===== config.mk =====
export PLATFORM = sky130hd
export DESIGN_NAME = note_to_cv_dac_converter
export DESIGN_NICKNAME = d
export VERILOG_FILES = /design/src/design/ncvdac_pkg.sv /design/src/design/ncvdac_ctrl.sv /design/src/design/ncvdac_dp.sv /design/src/design/note_to_cv_dac_converter.sv
export SDC_FILE = /design/constraint.sdc
export NUM_CORES = 2
export LEC_CHECK = 0
export ABC_AREA = 1
export BUFFER_PORTS_ARGS = -buffer_cell sky130_fd_sc_hd__buf_2
export CORE_UTILIZATION = 31
export DETAILED_ROUTE_END_ITERATION = 12
export PLACE_DENSITY = 0.54
export RECOVER_POWER = 100
export SLEW_MARGIN = 10
export SYNTH_ARGS = -nofsm -noshare
export SYNTH_HDL_FRONTEND = slang
export SYNTH_HIERARCHICAL = 1
export SYNTH_SLANG_ARGS = --single-unit

===== constraint.sdc =====
create_clock -name i_clk -period 16.7 [get_ports i_clk]
set_clock_uncertainty 0.15 [all_clocks]
set_input_delay 3.34 -clock i_clk [delete_from_list [all_inputs] [get_ports i_clk]]
set_output_delay 3.34 -clock i_clk [all_outputs]
set_load 0.01 [all_outputs]

===== src/design/ncvdac_pkg.sv =====
// Shared types, codes and tables for the note to CV DAC converter.
package ncvdac_pkg;

    localparam int NUM_OUTPUTS = 4;
    localparam int CH_W        = 2;

    // Event kinds.
    localparam logic [2:0] KIND_NOTE_1V  = 3'd0;
    localparam logic [2:0] KIND_NOTE_1V2 = 3'd1;
    localparam logic [2:0] KIND_NOTE_HZV = 3'd2;
    localparam logic [2:0] KIND_7BIT     = 3'd3;
    localparam logic [2:0] KIND_BEND     = 3'd4;
    localparam logic [2:0] KIND_VOLTS    = 3'd5;

    // Configuration register indexes.
    localparam logic [1:0] CFG_CAL_SCALE  = 2'd0;
    localparam logic [1:0] CFG_CAL_OFFSET = 2'd1;
    localparam logic [1:0] CFG_VOLTS      = 2'd2;

    localparam logic [11:0] HZV_BASE_72  = 12'd4000;
    localparam logic [9:0]  HZV_NOTE_72  = 10'd72;
    localparam logic [47:0] RECIP_3      = 48'd11184811;  // ceil(2^25 / 3)
    localparam logic [15:0] RECIP_12     = 16'd171;       // 2^11 / 12, rounded up
    localparam logic [12:0] CAL_UNITY    = 13'd4032;      // 4096 - 64
    localparam logic [11:0] DAC_MAX      = 12'd4095;

    typedef enum logic [2:0] {
        ST_IDLE,
        ST_MUL1,
        ST_MUL2,
        ST_ALIGN,
        ST_CAL,
        ST_DONE
    } t_state;

    typedef struct packed {
        logic capture;
        logic step1;
        logic step2;
        logic step3;
        logic step4;
        logic finish;
    } t_cmd;

    typedef struct packed {
        logic out_blocked;
    } t_status;

    // Base codes for the twelve semitones of the top Hz/V octave.
    function automatic logic [11:0] hzv_base(input logic [3:0] idx);
        logic [11:0] v;
        case (idx)
            4'd0:    v = 12'd2000;
            4'd1:    v = 12'd2119;
            4'd2:    v = 12'd2245;
            4'd3:    v = 12'd2378;
            4'd4:    v = 12'd2520;
            4'd5:    v = 12'd2670;
            4'd6:    v = 12'd2828;
            4'd7:    v = 12'd2997;
            4'd8:    v = 12'd3175;
            4'd9:    v = 12'd3364;
            4'd10:   v = 12'd3564;
            4'd11:   v = 12'd3775;
            default: v = 12'd2000;
        endcase
        return v;
    endfunction

endpackage


===== src/design/ncvdac_ctrl.sv =====
// Sequencer that steps one event through the conversion datapath.
module ncvdac_ctrl (
    input  logic               i_clk,
    input  logic               i_rst_n,
    input  logic               i_in_valid,
    input  ncvdac_pkg::t_status i_status,
    output logic               o_in_stall,
    output ncvdac_pkg::t_cmd   o_cmd
);

    ncvdac_pkg::t_state r_state;
    ncvdac_pkg::t_state n_state;

    always_ff @(posedge i_clk) begin
        if (!i_rst_n) begin
            r_state <= ncvdac_pkg::ST_IDLE;
        end else begin
            r_state <= n_state;
        end
    end

    always_comb begin
        n_state = r_state;
        case (r_state)
            ncvdac_pkg::ST_IDLE: begin
                if (i_in_valid) begin
                    n_state = ncvdac_pkg::ST_MUL1;
                end
            end
            ncvdac_pkg::ST_MUL1:  n_state = ncvdac_pkg::ST_MUL2;
            ncvdac_pkg::ST_MUL2:  n_state = ncvdac_pkg::ST_ALIGN;
            ncvdac_pkg::ST_ALIGN: n_state = ncvdac_pkg::ST_CAL;
            ncvdac_pkg::ST_CAL:   n_state = ncvdac_pkg::ST_DONE;
            ncvdac_pkg::ST_DONE: begin
                if (!i_status.out_blocked) begin
                    n_state = ncvdac_pkg::ST_IDLE;
                end
            end
            default: n_state = ncvdac_pkg::ST_IDLE;
        endcase
    end

    always_comb begin
        o_cmd      = '0;
        o_in_stall = 1'b1;
        case (r_state)
            ncvdac_pkg::ST_IDLE: begin
                o_in_stall    = !i_rst_n;
                o_cmd.capture = i_in_valid && i_rst_n;
            end
            ncvdac_pkg::ST_MUL1:  o_cmd.step1 = 1'b1;
            ncvdac_pkg::ST_MUL2:  o_cmd.step2 = 1'b1;
            ncvdac_pkg::ST_ALIGN: o_cmd.step3 = 1'b1;
            ncvdac_pkg::ST_CAL:   o_cmd.step4 = 1'b1;
            ncvdac_pkg::ST_DONE:  o_cmd.finish = !i_status.out_blocked;
            default: o_cmd = '0;
        endcase
    end

endmodule


===== src/design/ncvdac_dp.sv =====
// Conversion datapath: configuration registers, arithmetic, code cache and result register.
module ncvdac_dp (
    input  logic                i_clk,
    input  logic                i_rst_n,
    input  ncvdac_pkg::t_cmd    i_cmd,
    output ncvdac_pkg::t_status o_status,
    input  logic                i_cfg_valid,
    output logic                o_cfg_ready,
    input  logic [1:0]          i_cfg_index,
    input  logic [27:0]         i_cfg_data,
    input  logic [2:0]          i_kind,
    input  logic [1:0]          i_output_index,
    input  logic [6:0]          i_note,
    input  logic signed [15:0]  i_bend,
    input  logic [13:0]         i_level,
    output logic                o_out_valid,
    input  logic                i_out_stall,
    output logic [1:0]          o_channel,
    output logic [11:0]         o_dac_code,
    output logic                o_changed
);

    // Configuration.
    logic        r_cfg_rdy;
    logic [27:0] r_cal_scale;
    logic [27:0] r_cal_offset;
    logic [15:0] r_volts;

    // Captured event.
    logic [2:0]         r_kind;
    logic [1:0]         r_ch;
    logic [13:0]        r_level;
    logic signed [17:0] r_n;

    // Intermediate results.
    logic [23:0]        r_m1;
    logic               r_neg;
    logic [11:0]        r_base;
    logic [15:0]        r_frac244;
    logic [2:0]         r_oct;
    logic [21:0]        r_quot;
    logic [27:0]        r_hprod;
    logic signed [24:0] r_val;
    logic signed [38:0] r_cal;
    logic               r_g_nz;
    logic [6:0]         r_off;

    logic [11:0] r_cache [ncvdac_pkg::NUM_OUTPUTS];

    logic        r_out_valid;
    logic [1:0]  r_out_ch;
    logic [11:0] r_out_code;
    logic        r_out_chg;

    // Capture.
    logic signed [17:0] cap_n;

    // Step 1.
    logic [17:0]        neg_n;
    logic [16:0]        abs_n;
    logic [7:0]         wb;
    logic [15:0]        qm;
    logic [4:0]         q12;
    logic [7:0]         q12x;
    logic [7:0]         rem8;
    logic [3:0]         vfield;
    logic [3:0]         vsat;
    logic [6:0]         lvl7;
    logic [11:0]        k3v;
    logic [17:0]        k4v;
    logic [22:0]        k5v;
    logic signed [24:0] ext_n;
    logic signed [24:0] p50;
    logic signed [24:0] s1_val;

    // Steps 2 and 3.
    logic [47:0]        qprod;
    logic signed [22:0] sq;
    logic signed [22:0] sq_sh;
    logic [12:0]        b2;
    logic [12:0]        b2_sh;
    logic signed [24:0] s3_val;

    // Step 4.
    logic [4:0]         pos7;
    logic [6:0]         g;
    logic [12:0]        factor;

    // Finish.
    logic signed [38:0] adj;
    logic signed [38:0] divd;
    logic signed [38:0] calv;
    logic signed [38:0] fval;
    logic [11:0]        clamped;
    logic [11:0]        cached;
    logic               kind_ok;
    logic [11:0]        code;
    logic               chg;

    assign o_cfg_ready = r_cfg_rdy;
    assign o_status.out_blocked = r_out_valid && i_out_stall;
    assign o_out_valid = r_out_valid;
    assign o_channel   = r_out_ch;
    assign o_dac_code  = r_out_code;
    assign o_changed   = r_out_chg;

    always_comb begin
        cap_n = $signed({3'b000, i_note, 8'b0000_0000}) + $signed({{2{i_bend[15]}}, i_bend});
    end

    always_comb begin
        neg_n  = 18'(-r_n);
        abs_n  = r_n[17] ? neg_n[16:0] : r_n[16:0];
        // Note number is the floor of n / 256; only its low byte selects octave and semitone.
        wb     = r_n[15:8];
        qm     = 16'(wb) * ncvdac_pkg::RECIP_12;
        q12    = qm[15:11];
        q12x   = 8'(q12) * 8'd12;
        rem8   = wb - q12x;
        vfield = r_volts[{r_ch, 2'b00} +: 4];
        vsat   = (vfield > 4'd8) ? 4'd8 : vfield;
        lvl7   = (r_level > 14'd127) ? 7'd127 : r_level[6:0];
        k3v    = 12'(lvl7) * 12'(vsat);
        k4v    = 18'(r_level) * 18'(vsat);
        k5v    = 23'(r_level) * 23'd500;
        ext_n  = $signed({{7{r_n[17]}}, r_n});
        p50    = ext_n * 25'sd50;
        case (r_kind)
            ncvdac_pkg::KIND_NOTE_1V2: s1_val = p50 >>> 8;
            ncvdac_pkg::KIND_7BIT:     s1_val = $signed({13'b0, k3v[9:0], 2'b00});
            ncvdac_pkg::KIND_BEND:     s1_val = $signed({12'b0, k4v[17:5]});
            ncvdac_pkg::KIND_VOLTS:    s1_val = $signed({2'b00, k5v});
            default:                   s1_val = '0;
        endcase
    end

    always_comb begin
        qprod  = 48'(r_m1) * ncvdac_pkg::RECIP_3;
        sq     = r_neg ? -$signed({1'b0, r_quot}) : $signed({1'b0, r_quot});
        sq_sh  = sq >>> 8;
        b2     = 13'(r_base) + 13'(r_hprod[27:20]);
        b2_sh  = b2 >> (3'd5 - r_oct);
        case (r_kind)
            ncvdac_pkg::KIND_NOTE_1V:  s3_val = $signed({{2{sq_sh[22]}}, sq_sh});
            ncvdac_pkg::KIND_NOTE_HZV: s3_val = $signed({12'b0, b2_sh});
            default:                   s3_val = r_val;
        endcase
    end

    always_comb begin
        pos7   = 5'(r_ch) * 5'd7;
        g      = r_cal_scale[pos7 +: 7];
        factor = ncvdac_pkg::CAL_UNITY + 13'(g);
    end

    always_comb begin
        // Truncating division by 4096 rounds toward zero for negative products.
        adj     = r_cal + (r_cal[38] ? 39'sd4095 : 39'sd0);
        divd    = adj >>> 12;
        calv    = divd + $signed({32'b0, r_off}) - 39'sd64;
        fval    = r_g_nz ? calv : $signed({{14{r_val[24]}}, r_val});
        if (fval[38]) begin
            clamped = '0;
        end else if (fval > 39'sd4095) begin
            clamped = ncvdac_pkg::DAC_MAX;
        end else begin
            clamped = fval[11:0];
        end
        cached  = r_cache[r_ch];
        kind_ok = (r_kind <= ncvdac_pkg::KIND_VOLTS);
        code    = kind_ok ? clamped : cached;
        chg     = kind_ok && (clamped != cached);
    end

    // Control state and storage with a reset value.
    always_ff @(posedge i_clk) begin
        if (!i_rst_n) begin
            r_cfg_rdy    <= 1'b0;
            r_cal_scale  <= '0;
            r_cal_offset <= '0;
            r_volts      <= '0;
            r_out_valid  <= 1'b0;
            for (int i = 0; i < ncvdac_pkg::NUM_OUTPUTS; i++) begin
                r_cache[i] <= '0;
            end
        end else begin
            r_cfg_rdy <= 1'b1;
            if (i_cfg_valid && r_cfg_rdy) begin
                case (i_cfg_index)
                    ncvdac_pkg::CFG_CAL_SCALE:  r_cal_scale  <= i_cfg_data;
                    ncvdac_pkg::CFG_CAL_OFFSET: r_cal_offset <= i_cfg_data;
                    ncvdac_pkg::CFG_VOLTS:      r_volts      <= i_cfg_data[15:0];
                    default: ;
                endcase
            end
            if (i_cmd.finish) begin
                r_out_valid <= 1'b1;
                if (chg) begin
                    r_cache[r_ch] <= clamped;
                end
            end else if (!i_out_stall) begin
                r_out_valid <= 1'b0;
            end
        end
    end

    // Payload registers.
    always_ff @(posedge i_clk) begin
        if (i_cmd.capture) begin
            r_kind  <= i_kind;
            r_ch    <= i_output_index;
            r_level <= i_level;
            r_n     <= cap_n;
        end
        if (i_cmd.step1) begin
            r_m1      <= 24'(abs_n) * 24'd125;
            r_neg     <= r_n[17];
            r_base    <= (r_n[17:8] == ncvdac_pkg::HZV_NOTE_72) ? ncvdac_pkg::HZV_BASE_72
                                                               : ncvdac_pkg::hzv_base(rem8[3:0]);
            r_frac244 <= 16'(r_n[7:0]) * 16'd244;
            r_oct     <= (q12 > 5'd5) ? 3'd5 : q12[2:0];
            r_val     <= s1_val;
        end
        if (i_cmd.step2) begin
            r_quot  <= qprod[46:25];
            r_hprod <= 28'(r_base) * 28'(r_frac244);
        end
        if (i_cmd.step3) begin
            r_val <= s3_val;
        end
        if (i_cmd.step4) begin
            r_cal  <= $signed({{14{r_val[24]}}, r_val}) * $signed({26'b0, factor});
            r_g_nz <= (g != 7'd0);
            r_off  <= r_cal_offset[pos7 +: 7];
        end
        if (i_cmd.finish) begin
            r_out_ch   <= r_ch;
            r_out_code <= code;
            r_out_chg  <= chg;
        end
    end

endmodule


===== src/design/note_to_cv_dac_converter.sv =====
// Top level of the note to CV DAC converter.
//
// Each input transaction carries one control event (kind, output_index, note,
// bend, level) for one of four DAC outputs. The block turns it into a 12-bit
// code, applies the per-output calibration, clamps to 0..4095 and compares the
// code with the one held for that output. One result transaction follows per
// event, carrying the channel, the code and a flag that is set when the code
// differs from the held one.
// An event goes through the capture, four arithmetic steps (reciprocal
// multiply and table lookup, calibration multiply) on one sequencer and the
// loading of the result register. The input is stalled while an event is in
// work: a new event is taken only once the last one has loaded its result.
// While the receiver stalls, the result register holds its transaction; the
// next event is still accepted and waits in its last step until the register
// frees up. Configuration writes go through a valid/ready port, register
// index 0 for calibration gains, 1 for offsets and 2 for volt ranges; the
// user must make them while the block is idle, as the block does not enforce
// it. Reset clears the configuration registers and the held codes to zero.
module note_to_cv_dac_converter (
    input  logic               i_clk,
    input  logic               i_rst_n,
    input  logic               i_in_valid,
    output logic               o_in_stall,
    input  logic [2:0]         i_kind,
    input  logic [1:0]         i_output_index,
    input  logic [6:0]         i_note,
    input  logic signed [15:0] i_bend,
    input  logic [13:0]        i_level,
    output logic               o_out_valid,
    input  logic               i_out_stall,
    output logic [1:0]         o_channel,
    output logic [11:0]        o_dac_code,
    output logic               o_changed,
    input  logic               i_cfg_valid,
    output logic               o_cfg_ready,
    input  logic [1:0]         i_cfg_index,
    input  logic [27:0]        i_cfg_data
);

    ncvdac_pkg::t_cmd    cmd;
    ncvdac_pkg::t_status status;

    ncvdac_ctrl u_ctrl (
        .i_clk      (i_clk),
        .i_rst_n    (i_rst_n),
        .i_in_valid (i_in_valid),
        .i_status   (status),
        .o_in_stall (o_in_stall),
        .o_cmd      (cmd)
    );

    ncvdac_dp u_dp (
        .i_clk          (i_clk),
        .i_rst_n        (i_rst_n),
        .i_cmd          (cmd),
        .o_status       (status),
        .i_cfg_valid    (i_cfg_valid),
        .o_cfg_ready    (o_cfg_ready),
        .i_cfg_index    (i_cfg_index),
        .i_cfg_data     (i_cfg_data),
        .i_kind         (i_kind),
        .i_output_index (i_output_index),
        .i_note         (i_note),
        .i_bend         (i_bend),
        .i_level        (i_level),
        .o_out_valid    (o_out_valid),
        .i_out_stall    (i_out_stall),
        .o_channel      (o_channel),
        .o_dac_code     (o_dac_code),
        .o_changed      (o_changed)
    );

endmodule


==> impl_metrics.tcl <==
set metrics [dict create \
    status "finished, violations left" \
    violations "max-capacitance violations, max-slew violations" \
    place_congestion 0.913 \
    drc_errors 0 \
    hold_start "u_dp/r_cal_offset[9]$_SDFFE_PN0P_" \
    max_slew_margin_pct -140 \
    final_hold_viol_count 0 \
    synth_ff_type "edfxtp_1" \
    drv_slew 332 \
    worst_setup_path_start_kind "flop" \
    crit_path_max_incr_delay_ns 1.22 \
    yosysSeqAreaShare_pct 17.3 \
    dp.cells 8343 \
    io_pins 95 \
    cts_root_buf "clkbuf_16" \
    htreeDepth 2 \
    worst-path-max-fanout 41 \
    synth_area_leaders "fa_1 31%, ha_1 17%, edfxtp_1 14%, inv_1 10%, nand2_1 6.6%" \
    antenna_found_initial 2 \
    min_to "u_dp/r_cal_offset[9]$_SDFFE_PN0P_" \
    clock_path_buffers 3 \
    ys_seq_elements 332 \
    cts_tree "built" \
    cts.sinks 332 \
    hpwl_um 115000 \
    clk_pin_slew_ns 0.06 \
    grt_pass1_vias 41000 \
    fin_crit_ns 11.99 \
    min_path_cells 2 \
    cts_resized 0 \
    ys_types 59 \
    dieArea_sq_mm 0.173 \
    finalCritPeriodShare_pct 71.8 \
    numPortBuffers 94 \
    synth_area_per_cell_sq_um 8.69 \
    r2r-start "u_dp/r_ch[0]$_DFFE_PP_" \
    async_flop_share_pct 0 \
    cts_hold_buffers 0 \
    worst_slew_pin_slew_ns 3.60 \
    slowest_stage "clkbuf_1" \
    drt_iter0_markers 2178 \
    rows 151 \
    overflow 0 \
    layout.cells.non_filler 8426 \
    num-nets-final 7773 \
    yosysTopAreaCellShare_pct 30.5 \
    avgViaCountPerCell 4.64 \
    grt_setup_unrepaired "no" \
    rr_endpoint "u_dp/r_cal[37]$_DFFE_PP_" \
    finalInstanceArea_sq_mm 0.0574 \
    drt-total-wl_um 138000 \
    postSynthCellCount 6102 \
    setup_violations 0 \
    drive_gt1_share_pct 2.77 \
    wl_per_cell_um 16.4 \
    rrSetupSlack_ns 4.71 \
    place_area_sq_mm 0.0561 \
    start_util_pct 31.3 \
    drv_cap 8 \
    cts_inserted_buffers 44 \
    critPathMostFrequentCell "fa_1" \
    core_sq_mm 0.170 \
    clock_latency_ns 0.64 \
    vias 39100 \
    grt_max_degree 74 \
    dr.pass1.iters 5 \
    grt_use_total_pct 16.1 \
    cts_post_setup_buffers_inserted 0 \
    critPathKind "reg2reg" \
    reg2regPathDepth 33 \
    die_w_um 416 \
    yosysTopAreaCell "fa_1" \
    fmax_ghz 0.0834 \
    synth-edff-count 253 \
    arrival_ns 12.23 \
    die_y_um 416 \
    netlist_area_sq_mm 0.0530 \
    cp-end-kind "flop" \
    grt_pass1_wl_um 222000 \
    fin_setup_tns_ns 0 \
    drtAntennaViolNets 0 \
    hold_path_class "reg2reg" \
    synth_warnings 6 \
    areaGrowthSynthToFinish_pct 8.25 \
    required_ns 16.94 \
]
-- metrics by stage --
step                hold WS (ns)  util (%)  setup slack, ns
detailed placement         0.317      33.1             7.62
global route               0.367      33.8             3.59
finish                     0.327      33.8             4.71
floorplan                  0.300         -             9.08
CTS                        0.331      33.9             7.61
global placement           0.309      33.1             7.66
-- kinds of logic (layout without fill, tap and decap cells) --
logic type      Yosys count  after routing  share of synthesized area [%]
simple gates           1781           1781                           13.5
buf+inv                1587           1672                           11.3
fa+ha+maj              1525           1525                           47.4
xor+xnor                185            185                           3.05
flops                   332            332                           17.3
other cells               2             23                         0.0142
mux                       4              4                         0.0755
compound gates          686            686                           7.30
-- cells in the mapped netlist (16+ instances only) --
master	count
dfxtp_1	79
xor2_1	125
nor2_1	576
nand4_1	31
o211ai_1	23
o22ai_1	16
fa_1	809
clkbuf_1	103
ha_1	716
a31oi_1	22
nand2_1	933
o21ai_0	261
o21bai_1	28
nor3_1	39
a21oi_1	253
inv_1	1457
edfxtp_1	253
nand3_1	149
xnor2_1	60
-- cells in the final DEF, fill, tap and decap left out, types with 4 or more instances in the layout --
master,Yosys,routed
edfxtp_1,253,253
clkbuf_1,103,59
nand3_1,149,153
o21ai_0,261,263
xor2_1,125,125
a21o_1,12,12
o21a_1,7,7
nor4_1,13,13
buf_4,2,10
o211ai_1,23,23
nand3b_1,6,6
a211oi_1,9,9
clkbuf_16,0,44
inv_6,0,5
a21oi_1,253,254
clkinv_2,0,4
or2_2,9,9
clkinv_1,5,11
nor2_1,576,576
nor3_1,39,38
o221ai_1,10,10
nand2_2,7,6
o21bai_1,28,28
a31oi_1,22,22
ha_1,716,716
buf_2,6,59
conb_1,2,21
nand2_1,933,934
o31ai_1,13,13
o2111ai_1,7,7
dfxtp_1,79,79
nand4_1,31,32
inv_1,1457,1461
o22ai_1,16,16
mux2i_1,4,4
fa_1,809,809
inv_2,9,5
xnor2_1,60,60
-- metal layers --
layer	GRT usage, %	share of wire, %	routed length (um)
met5	0	0	0
met4	3.26	2.0	2820
met3	1.80	3.8	5190
met2	28.3	49	67300
met1	21.3	45	62600
-- how the worst max path moves through the flow --
stage	start	end	slack [ns]	depth (start not counted)
4_1_cts	u_dp/r_ch[0]$_DFFE_PP_	u_dp/r_cal[37]$_DFFE_PP_	7.61	33
5_1_grt	u_dp/r_ch[0]$_DFFE_PP_	u_dp/r_cal[37]$_DFFE_PP_	3.59	33
2_1_floorplan	u_dp/r_ch[0]$_DFFE_PP_	u_dp/r_cal[37]$_DFFE_PP_	9.08	34
6_report	u_dp/r_ch[0]$_DFFE_PP_	u_dp/r_cal[37]$_DFFE_PP_	4.71	33
3_3_place_gp	u_dp/r_ch[0]$_DFFE_PP_	u_dp/r_cal[37]$_DFFE_PP_	7.66	33
3_5_place_dp	u_dp/r_ch[0]$_DFFE_PP_	u_dp/r_cal[37]$_DFFE_PP_	7.62	33
-- state kept, by name, indices dropped and copies added, names as in the netlist, 17 cells and up, named ones only --
| name | flops |
|---|---|
| u_dp/r_n | 17 |
| u_dp/r_cache | 48 |
| u_dp/r_quot | 22 |
| u_dp/r_cal_scale | 28 |
| u_dp/r_val | 24 |
| u_dp/r_cal | 39 |
| u_dp/r_cal_offset | 28 |
| u_dp/r_m1 | 24 |
-- area by class of cell --
class	instances	area, sq um
diodes	2	5.00
flip-flops and latches	332	9180
fillers	17700	112000
multi-input cells	4202	37900
well taps	2218	2780
inverters	1471	5520
clock buffers	55	1170
clock inverters	26	278
repair buffers	120	562
-- critical path: cells and delay by family, from the launching register on --
kind	cells	cell delay [ns]
xor+xnor	1	0.07
simple gates	8	1.48
fa+ha+maj	7	3.30
compound gates	10	2.00
buf+inv	7	4.36
flops	1	0.31
Power is not shown: default switching activity piles up to over one toggle a cycle in this logic, so the estimate is an artifact.
